### config.mk
export PLATFORM = sky130hd
export DESIGN_NAME = wav_header_field_extractor
export DESIGN_NICKNAME = d
export VERILOG_FILES = /design/src/sv/wavh_pkg.sv /design/src/sv/wavh_scan.sv /design/src/sv/wavh_div.sv /design/src/sv/wav_header_field_extractor.sv
export SDC_FILE = /design/constraint.sdc
export NUM_CORES = 1
export LEC_CHECK = 0
export BUFFER_PORTS_ARGS = -buffer_cell sky130_fd_sc_hd__buf_4
export CAP_MARGIN = 15
export CORE_UTILIZATION = 52
export DETAILED_ROUTE_END_ITERATION = 12
export GPL_ROUTABILITY_DRIVEN = 0
export GPL_TIMING_DRIVEN = 0
export PLACE_DENSITY = 0.71
export SYNTH_ARGS = -nofsm -noshare
export SYNTH_HDL_FRONTEND = slang
export SYNTH_SLANG_ARGS = --single-unit
### constraint.sdc
create_clock -name clk -period 6.5 [get_ports clk]
set_clock_uncertainty 0.15 [all_clocks]
set_input_delay 0.325 -clock clk [delete_from_list [all_inputs] [get_ports clk]]
set_output_delay 0.325 -clock clk [all_outputs]
set_load 0.02 [all_outputs]
### src/sv/wavh_pkg.sv
`timescale 1ns / 1ps
// Shared types and constants for the WAVE header field extractor.
// Used by the scanner, the divider, the top level and the checker.

package wavh_pkg;

  localparam int POSITION_BITS = 32;

  localparam logic [31:0] TAG_RIFF = 32'h5249_4646;
  localparam logic [31:0] TAG_FMT  = 32'h666D_7420;
  localparam logic [31:0] TAG_DATA = 32'h6461_7461;

  localparam logic [4:0] FMT_SKIP    = 5'd4;
  localparam logic [4:0] FMT_END     = 5'd20;
  localparam logic [2:0] LEN_BYTES   = 3'd4;
  localparam logic [3:0] DATA_HEADER = 4'd8;

  localparam int DIVIDEND_W = 32;
  localparam int DIVISOR_W  = 16;

  localparam logic [2:0] ST_OK         = 3'd0;
  localparam logic [2:0] ST_NO_RIFF    = 3'd1;
  localparam logic [2:0] ST_NO_FMT     = 3'd2;
  localparam logic [2:0] ST_NO_DATA    = 3'd3;
  localparam logic [2:0] ST_TRUNCATED  = 3'd4;
  localparam logic [2:0] ST_ZERO_ALIGN = 3'd5;

  typedef struct packed {
    logic [7:0] data_byte;
    logic       last_byte;
  } wavh_in_t;

  typedef struct packed {
    logic [2:0]  status;
    logic [15:0] format_tag;
    logic [31:0] sample_rate;
    logic [12:0] bytes_per_sample;
    logic [15:0] channel_count;
    logic [31:0] sample_frames;
    logic [31:0] data_offset;
  } wavh_out_t;

  // Scanner state as seen by the result logic.
  typedef struct packed {
    logic                     riff_seen;
    logic                     fmt_seen;
    logic                     data_seen;
    logic                     fmt_full;
    logic                     len_full;
    logic [127:0]             fmt_body;
    logic [31:0]              chunk_length;
    logic [POSITION_BITS-1:0] data_tag_position;
  } wavh_scan_t;

endpackage

### src/sv/wavh_scan.sv
`timescale 1ns / 1ps
// Byte scanner: tag search over a three-byte history and field capture.
// Depends on wavh_pkg.

module wavh_scan import wavh_pkg::*; (
  input  logic       clk,
  input  logic       rst,
  input  logic       clear,
  input  logic       take,
  input  logic [7:0] data_byte,
  output wavh_scan_t scan
);

  logic [23:0]              recent_bytes;
  logic [POSITION_BITS-1:0] byte_position;
  logic                     riff_seen;
  logic                     fmt_seen;
  logic                     data_seen;
  logic [4:0]               fmt_capture_count;
  logic [2:0]               len_capture_count;
  logic [127:0]             fmt_body;
  logic [31:0]              chunk_length;
  logic [POSITION_BITS-1:0] data_tag_position;
  logic [31:0]              window;
  logic [3:0]               body_index;

  assign window     = {recent_bytes, data_byte};
  assign body_index = 4'(fmt_capture_count - FMT_SKIP);

  always_ff @(posedge clk) begin
    if (rst || clear) begin
      recent_bytes      <= '0;
      byte_position     <= '0;
      riff_seen         <= 1'b0;
      fmt_seen          <= 1'b0;
      data_seen         <= 1'b0;
      fmt_capture_count <= '0;
      len_capture_count <= '0;
    end else if (take) begin
      // Captures look at the state before this byte, so the byte that
      // completes a tag is never part of its own capture.
      if (fmt_seen && fmt_capture_count < FMT_END) begin
        if (fmt_capture_count >= FMT_SKIP) begin
          fmt_body[body_index*8 +: 8] <= data_byte;
        end
        fmt_capture_count <= fmt_capture_count + 5'd1;
      end
      if (data_seen && len_capture_count < LEN_BYTES) begin
        chunk_length[len_capture_count[1:0]*8 +: 8] <= data_byte;
        len_capture_count <= len_capture_count + 3'd1;
      end
      if (!riff_seen && window == TAG_RIFF) begin
        riff_seen <= 1'b1;
      end
      if (!fmt_seen && window == TAG_FMT) begin
        fmt_seen <= 1'b1;
      end
      if (!data_seen && window == TAG_DATA) begin
        data_seen         <= 1'b1;
        data_tag_position <= byte_position - POSITION_BITS'(3);
      end
      recent_bytes  <= window[23:0];
      byte_position <= byte_position + POSITION_BITS'(1);
    end
  end

  always_comb begin
    scan.riff_seen         = riff_seen;
    scan.fmt_seen          = fmt_seen;
    scan.data_seen         = data_seen;
    scan.fmt_full          = (fmt_capture_count == FMT_END);
    scan.len_full          = (len_capture_count == LEN_BYTES);
    scan.fmt_body          = fmt_body;
    scan.chunk_length      = chunk_length;
    scan.data_tag_position = data_tag_position;
  end

endmodule

### src/sv/wavh_div.sv
`timescale 1ns / 1ps
// Restoring divider, one quotient bit per cycle.
// Depends on wavh_pkg.

module wavh_div import wavh_pkg::*; (
  input  logic                  clk,
  input  logic                  rst,
  input  logic                  start,
  input  logic [DIVIDEND_W-1:0] dividend,
  input  logic [DIVISOR_W-1:0]  divisor,
  output logic                  done,
  output logic [DIVIDEND_W-1:0] quotient
);

  localparam int CNT_W = $clog2(DIVIDEND_W);

  logic                  busy;
  logic [CNT_W-1:0]      count;
  logic [DIVIDEND_W-1:0] quo;
  logic [DIVISOR_W-1:0]  rem;
  logic [DIVISOR_W-1:0]  dsr;
  logic [DIVISOR_W:0]    shifted;
  logic [DIVISOR_W+1:0]  diff;
  logic                  fits;

  assign shifted  = {rem, quo[DIVIDEND_W-1]};
  assign diff     = {1'b0, shifted} - {2'b00, dsr};
  assign fits     = !diff[DIVISOR_W+1];
  assign quotient = quo;

  always_ff @(posedge clk) begin
    if (rst) begin
      busy <= 1'b0;
      done <= 1'b0;
    end else begin
      done <= busy && count == '0;
      if (start) begin
        busy <= 1'b1;
      end else if (busy && count == '0) begin
        busy <= 1'b0;
      end
    end
  end

  always_ff @(posedge clk) begin
    if (start) begin
      quo   <= dividend;
      rem   <= '0;
      dsr   <= divisor;
      count <= CNT_W'(DIVIDEND_W - 1);
    end else if (busy) begin
      quo   <= {quo[DIVIDEND_W-2:0], fits};
      rem   <= fits ? diff[DIVISOR_W-1:0] : shifted[DIVISOR_W-1:0];
      count <= count - CNT_W'(1);
    end
  end

endmodule

### src/sv/wav_header_field_extractor.sv
`timescale 1ns / 1ps
// Top level of the WAVE header field extractor: handshakes, result logic.
// Depends on wavh_pkg, wavh_scan and wavh_div.
//
//   Channel  Handshake               Word type    Content
//   byte     byte_valid/byte_stall   wavh_in_t    one buffer byte plus end mark
//   info     info_valid/info_stall   wavh_out_t   header fields and status
//
// A byte without the end mark causes no stall, so bytes stream back to back.
// After the last byte the input stalls through the evaluation state, which
// waits for a free output register; a failed header gives its result at the
// end of it, a good one then runs the frame-count division through the
// divider, one quotient bit per cycle, with the input still stalled. A result
// that is not yet taken holds the output register but not the input: bytes of
// the next buffer keep flowing until its own last byte needs the register.
// Reset is synchronous and clears the scanner, the sequencer and the valid flag.

module wav_header_field_extractor import wavh_pkg::*; (
  input  logic      clk,
  input  logic      rst,
  input  logic      byte_valid,
  output logic      byte_stall,
  input  wavh_in_t  byte_word,
  output logic      info_valid,
  input  logic      info_stall,
  output wavh_out_t info_word
);

  localparam logic [1:0] S_SCAN = 2'd0;
  localparam logic [1:0] S_EVAL = 2'd1;
  localparam logic [1:0] S_DIV  = 2'd2;

  logic [1:0]            state;
  logic [1:0]            state_next;
  wavh_scan_t            scan;
  logic                  take;
  logic                  out_free;
  logic                  eval_go;
  logic [2:0]            status;
  logic [15:0]           block_align;
  wavh_out_t             result;
  logic                  div_start;
  logic                  div_done;
  logic [DIVIDEND_W-1:0] quotient;

  assign byte_stall = (state != S_SCAN);
  assign take       = byte_valid && !byte_stall;

  // The output register is free when empty or being emptied this cycle.
  assign out_free  = !info_valid || !info_stall;
  assign eval_go   = (state == S_EVAL) && out_free;
  assign div_start = eval_go && status == ST_OK;

  wavh_scan u_scan (
    .clk       (clk),
    .rst       (rst),
    .clear     (eval_go),
    .take      (take),
    .data_byte (byte_word.data_byte),
    .scan      (scan)
  );

  assign block_align = scan.fmt_body[111:96];

  // Checks in priority order: missing tags first, then truncation, then a
  // zero block align that would make the division meaningless.
  always_comb begin
    priority if (!scan.riff_seen) begin
      status = ST_NO_RIFF;
    end else if (!scan.fmt_seen) begin
      status = ST_NO_FMT;
    end else if (!scan.data_seen) begin
      status = ST_NO_DATA;
    end else if (!scan.fmt_full || !scan.len_full) begin
      status = ST_TRUNCATED;
    end else if (block_align == '0) begin
      status = ST_ZERO_ALIGN;
    end else begin
      status = ST_OK;
    end
  end

  // A failed result carries only its status; every other field is zero.
  always_comb begin
    result        = '0;
    result.status = status;
    if (status == ST_OK) begin
      result.format_tag       = scan.fmt_body[15:0];
      result.channel_count    = scan.fmt_body[31:16];
      result.sample_rate      = scan.fmt_body[63:32];
      result.bytes_per_sample = scan.fmt_body[127:115];
      result.data_offset      =
        32'(scan.data_tag_position + POSITION_BITS'(DATA_HEADER));
    end
  end

  wavh_div u_div (
    .clk      (clk),
    .rst      (rst),
    .start    (div_start),
    .dividend (scan.chunk_length),
    .divisor  (block_align),
    .done     (div_done),
    .quotient (quotient)
  );

  always_comb begin
    state_next = state;
    unique case (state)
      S_SCAN: begin
        if (take && byte_word.last_byte) begin
          state_next = S_EVAL;
        end
      end
      S_EVAL: begin
        if (eval_go) begin
          state_next = (status == ST_OK) ? S_DIV : S_SCAN;
        end
      end
      S_DIV: begin
        if (div_done) begin
          state_next = S_SCAN;
        end
      end
      default: begin
        state_next = S_SCAN;
      end
    endcase
  end

  // A new result takes priority over the handshake that empties the register.
  always_ff @(posedge clk) begin
    if (rst) begin
      state      <= S_SCAN;
      info_valid <= 1'b0;
    end else begin
      state <= state_next;
      if ((eval_go && status != ST_OK) || (state == S_DIV && div_done)) begin
        info_valid <= 1'b1;
      end else if (info_valid && !info_stall) begin
        info_valid <= 1'b0;
      end
    end
  end

  // The word is loaded only when the register is free, and the frame count
  // lands while the valid flag is still low, so a stalled word never moves.
  always_ff @(posedge clk) begin
    if (eval_go) begin
      info_word <= result;
    end else if (state == S_DIV && div_done) begin
      info_word.sample_frames <= quotient;
    end
  end

endmodule

; After elaboration in Yosys (flattened, before gate mapping)
; Cells that the tools add are included.
[totals]
word_cells = 116
output_inout_bits = 146
inputBits = 13
ff_bits = 477
[classes]
reduce_logical = 44
magnitude_cmp = 3
n_eq_ne = 10
addsub = 10
shift = 4
mux = 19
bitwise = 1
[op_table]
columns = op, count
row1 = 128-bit bitwise mux, 1
row2 = 8-bit by 34-bit variable shift with 128-bit output (first input constant), 1
row3 = 8-bit by 34-bit indexed part select with 128-bit output, 1
row4 = 32-bit by 31-bit equality test with 1-bit output (second input constant), 3
row5 = 32-bit 2-to-1 mux, 2
row6 = 5-bit negator with 34-bit output, 1
row7 = 7-bit negator with 34-bit output, 1
row8 = 8-bit by 34-bit variable shift with 32-bit output (first input constant), 1
row9 = 8-bit by 34-bit indexed part select with 32-bit output, 1
row10 = 32-bit by 1-bit adder with 32-bit output (second input constant), 1
row11 = 32-bit by 4-bit adder with 32-bit output (second input constant), 1
row12 = 32-bit bitwise mux, 1
row13 = 32-bit by 2-bit subtractor with 32-bit output (second input constant), 1
row14 = 17-bit by 16-bit subtractor with 18-bit output, 1
row15 = 16-bit zero test, 1
row16 = 16-bit 2-to-1 mux, 1
row17 = 3-bit 2-to-1 mux, 5
row18 = 1-bit logical AND, 13
row19 = 2-bit AND reduction, 5
row20 = 1-bit zero test, 9
row21 = 3-bit AND reduction, 3
row22 = 2-bit 2-to-1 mux, 4
row23 = 2-bit nonzero test, 4
row24 = 2-bit one-hot mux with 3 select lines, 1
row25 = 21 further kinds, 28

; Longest topological paths before layout
[logic_depth]
word_depth = 11
ltp_mapped = 12
mapped_depth_nobuf = 11

; Modules after synthesis
; Synthesis repeated with hierarchy kept, for this count alone.
[hier_totals]
cells_unflattened = 1726
hier_area_um2 = 20447.1
[by_module_without_submodules]
columns = mod, n_inst, area_each_um2, seq_area_each_um2, cells_per_inst
row1 = wavh_scan, 1, 10627.7, 7106.8, 879
row2 = wav_header_field_extractor, 1, 6017.0, 4063.9, 509
row3 = wavh_div, 1, 3802.4, 1901.8, 338

; Least setup slack after synthesis
; No wires, ideal clock.
[synth_path]
path_kind = register -> register
startpoint = reg info_valid
endpoint = reg u_scan.data_tag_position[0], enable pin
period_less_slack_ps = 5201
n_path_buf = 2
required_time_ps = 5845
path_stages_with_launch = 7
t_arrival_ps = 4546
setup_time_ps = 505
path_slack_ps = 1299
path_cell_list = dfxtp_1 nand2_1 and3b_1 clkbuf_1 or2_2 clkbuf_1 nor4_1
[synth_between]
elab_chain_len = 6
[synth_rtl]
columns = element, line_no
row1 = start: declaration, wav_header_field_extractor.sv:24  ; output logic info_valid,
row2 = start signal: assignment, wav_header_field_extractor.sv:135  ; info_valid <= 1'b0;
row3 = start signal: assignment, wav_header_field_extractor.sv:139  ; info_valid <= 1'b1;
row4 = start signal: assignment, wav_header_field_extractor.sv:141  ; info_valid <= 1'b0;
row5 = 1-bit zero test, wav_header_field_extractor.sv:50  ; assign out_free = !info_valid || !info_stall;
row6 = 1-bit logical OR, wav_header_field_extractor.sv:50
row7 = 1-bit logical AND, wav_header_field_extractor.sv:51  ; assign eval_go = (state == S_EVAL) && out_free;
row8 = 1-bit logical OR, wavh_scan.sv:31  ; if (rst || clear) begin
row9 = 1-bit inverter (no line), -
row10 = 3-bit AND reduction (no line), -
row11 = end signal: assignment, wavh_scan.sv:60  ; data_tag_position <= byte_position - POSITION_BITS'(3);
row12 = end: declaration, wavh_scan.sv:23  ; logic [POSITION_BITS-1:0] data_tag_position;
; No other way between the ends.
; A chain may end at the register's enable or synchronous reset.

; Final worst setup path
[layout_path]
startpoint = reg state[0]
endpoint = reg u_scan.fmt_body[97], enable pin
[layout_between]
elab_chain_len = 5
elab_cells_between_ends = 8
classes_between = 1 x eq/ne / 1 x bitwise / 6 x reduce/logical
[layout_rtl]
columns = element, line_no
row1 = start: declaration, wav_header_field_extractor.sv:33  ; logic [1:0] state;
row2 = start signal: assignment, wav_header_field_extractor.sv:137  ; state <= state_next;
row3 = 2-bit by 1-bit equality test with 1-bit output, wav_header_field_extractor.sv:51
row4 = 1-bit logical AND, wav_header_field_extractor.sv:51
row5 = 1-bit logical OR, wavh_scan.sv:31
row6 = 1-bit inverter (no line), -
row7 = 4-bit AND reduction (no line) *, -
row8 = end signal: indexed assignment, wavh_scan.sv:44  ; fmt_body[body_index*8 +: 8] <= data_byte;
row9 = end: declaration, wavh_scan.sv:21  ; logic [127:0] fmt_body;
; Every way passes the cells marked *; elsewhere a longest branch is shown, timed or not.

==> results.json <==
{
  "yosysUniqueCellTypes": 67,
  "die_height_um": 192,
  "hp-start": "byte_word[0]",
  "reg2reg_slack_ns": 2.67,
  "timing.final.ws_setup_ns": 2.67,
  "path_class": "reg2reg",
  "cts_buffers": 47,
  "fp.dieW_um": 192,
  "synth_top_family_by_area": "simple AND/OR/NAND/NOR gates",
  "antenna_found_initial": 2,
  "slew_violations": 0,
  "synthMuxAreaShare_pct": 0.643,
  "dp_hpwl_um": 29800,
  "p_leak_nw": 7.73,
  "cts_tree": "built",
  "grt_use_met3_pct": 3.52,
  "fin_crit_sh_pct": 58.9,
  "clock_latency_ns": 0.56,
  "use_met2_pct": 38.9,
  "drtPass1Iterations": 5,
  "final_core_util_pct": 62.2,
  "finalCriticalPeriod_ns": 3.83,
  "dp_worst_setup_slack_ns": 2.30,
  "antenna_cells": 0,
  "status": "complete, no violations",
  "critPathCaptureType": "register",
  "yosys.area_share.adder_pct": 2.25,
  "synthFlopType": "edfxtp_1",
  "grt.busiest_layer": "met2",
  "synth-async-reset-ratio_pct": 0,
  "ant_nets": 0,
  "post-cts-setup-buffers": 0,
  "vdd_drop_max_mv": 0.171,
  "viasPerCell": 5.37,
  "synthSimpleGateAreaFrac_pct": 20.6,
  "max_freq_mhz": 261,
  "hold_path_end": "state[0]",
  "slew_headroom_pct": 32.0,
  "met1_usage_pct": 31.0,
  "startpoint_type": "register",
  "rsz0062_at_grt": "no",
  "yosysWarningCount": 0,
  "synthXorXnorAreaFrac_pct": 4.64,
  "htree_levels": 2,
  "ys_seq_area_share_pct": 64.3,
  "dieArea_um2": 36700,
  "cp.arrival_ns": 3.85,
  "synth_edf_count": 317,
  "rr_startpoint": "state[0]",
  "max-cap-violations": 0,
  "power.density_nw_per_um2": 268,
  "syn_area_um2": 18700,
  "area_growth_pct": 18.1,
  "core_area_um2": 35500,
  "io_pins": 159,
  "clk_pin_slew_worst_paths_ns": 0.06,
  "grt_overflow_total": 0,
  "portBuffers": 154,
  "drive_gt1_share_pct": 13.2,
  "synth-compound-area-share_pct": 4.75,
  "synth_area_leaders": "edfxtp_1, dfxtp_1, nand2_1, and2_1, nor2_1",
  "setup_viol": 0,
  "syn_inst": 1667,
  "grt_max_degree": 71,
  "worst-slew-pin-transition_ns": 1.02,
  "drtIter0Drc": 887,
  "synth_top_area_cell": "edfxtp_1",
  "final_common_cell": "edfxtp_1",
  "critPathMaxFanout": 9,
  "grt_pass1_wl_um": 65400,
  "reg2reg_to": "u_scan.fmt_body[97]",
  "hold_class": "in2reg",
  "synth_top_area_share_pct": 50.9,
  "ys_ff_latch": 442,
  "avgSynthCellArea_um2": 11.2,
  "vias": 12800,
  "start_util_pct": 52.7,
  "wl_per_cell_um": 17.8,
  "drt_wl_total_um": 42500,
  "cts_root_buffer": "clkbuf_16",
  "clock_sinks": 442,
  "grt_pass1_vias": 12400,
  "hold_depth": 5,
  "hold_violations": 0,
  "layout.nets": 1931,
  "syn-num-nets": 1713,
  "grt.total_usage_pct": 23.3,
  "clk_path_buf_depth": 3,
  "drc": 0,
  "power_mw": 5.92,
  "rows": 69,
  "reg2regPathDepth": 7,
  "layout_common_cells": "edfxtp_1, nand2_1, nor2_1",
  "critPathRequiredTime_ns": 6.53
}
cells in the mapped netlist, types with 9 or more instances:
cell,count
edfxtp_1,317
nand2_1,292
nor2_1,172
and2_1,139
dfxtp_1,125
a21oi_1,90
clkbuf_1,69
xor2_1,65
inv_1,45
nand3_1,34
xnor2_1,34
ha_1,32
and3_1,28
nor3_1,27
o21ai_0,24
nand4_1,20
nor4_1,20
mux2i_1,12
or3_1,9
area by class of cell:
cell class	count	area (um^2)
sequential	442	12000
timing repair buffer	169	1310
clock inverter	22	154
clock buffer	65	1330
buffer	85	353
fill	2811	13400
inverter	46	173
multi-input combinational	1094	6150
tap	461	577
cells by family after synthesis:
family / after synthesis
flip-flops: 442
AND/OR/NAND/NOR: 795
adder cells (fa/ha/maj): 33
AO/OA/AOI/OAI: 155
multiplexers: 12
buffers and inverters: 131
XOR/XNOR: 99
through the flow:
stage               TNS [ns]  hold WS (ns)  area (um^2)  std cells
finish                     0        0.0186        22100       2384
global route               0        0.0372        22100       2384
CTS                        0       0.00236        22100       2382
detailed placement         0         0.287        20500       2290
global placement      -47.35         0.284        20400       2282
floorplan                  0         0.244        18700       1667
sequential cells by signal, summed over array words and instances, names as in the netlist, 2 cells and up:
register and flops:
info_word 144, u_scan.fmt_body 93, u_div.quotient 32, u_scan.byte_position 32, u_scan.chunk_length 32, u_scan.data_tag_position 32, u_scan.recent_bytes 24, u_div.dsr 16
u_div.rem 16, u_div.count 5, u_scan.fmt_capture_count 5, u_scan.len_capture_count 3, state 2
report_power, final:
part           internal [mW]  total (mW)  switching [mW]
Sequential              3.04        3.07          0.0307
Combinational          0.106       0.288           0.182
Clock                   1.50        2.56            1.06
worst max path at each step:
stage / end / slack (ns) / startpoint
6_report: u_scan.fmt_body[97] / 2.67 / state[0]
5_1_grt: u_div.quotient[10] / 2.43 / u_scan.fmt_capture_count[0]
4_1_cts: u_scan.fmt_body[20] / 2.31 / state[0]
3_5_place_dp: u_scan.fmt_body[20] / 2.30 / state[0]
3_3_place_gp: u_scan.data_tag_position[15] / -0.89 / byte_word[6]
2_1_floorplan: u_scan.data_tag_position[0] / 1.30 / info_valid
worst max-delay path, cell delays in order, from the launching register on:
cell and delay (ns):
dfxtp_1 0.29, clkbuf_1 0.23, nor3b_2 0.64, and3_1 0.26, clkbuf_1 0.25, nor3b_1 0.61, nand3b_1 0.39, nor2b_1 0.62
layer usage:
| metal | wire, um | vias to the layer above |
|---|---|---|
| li1 | - | 6194 |
| met1 | 18100 | 6083 |
| met2 | 20500 | 421 |
| met3 | 2590 | 95 |
| met4 | 1300 | 0 |
| met5 | 0 | - |
what timing repair did:
item | 4_1_cts | 5_1_grt
setup endpoints to repair | 0 | 0
hold endpoints to repair | 8 | 0
hold buffers | 5 | 0
resized for setup | 0 | 0
No activity file was read; power rests on OpenSTA's default activity.
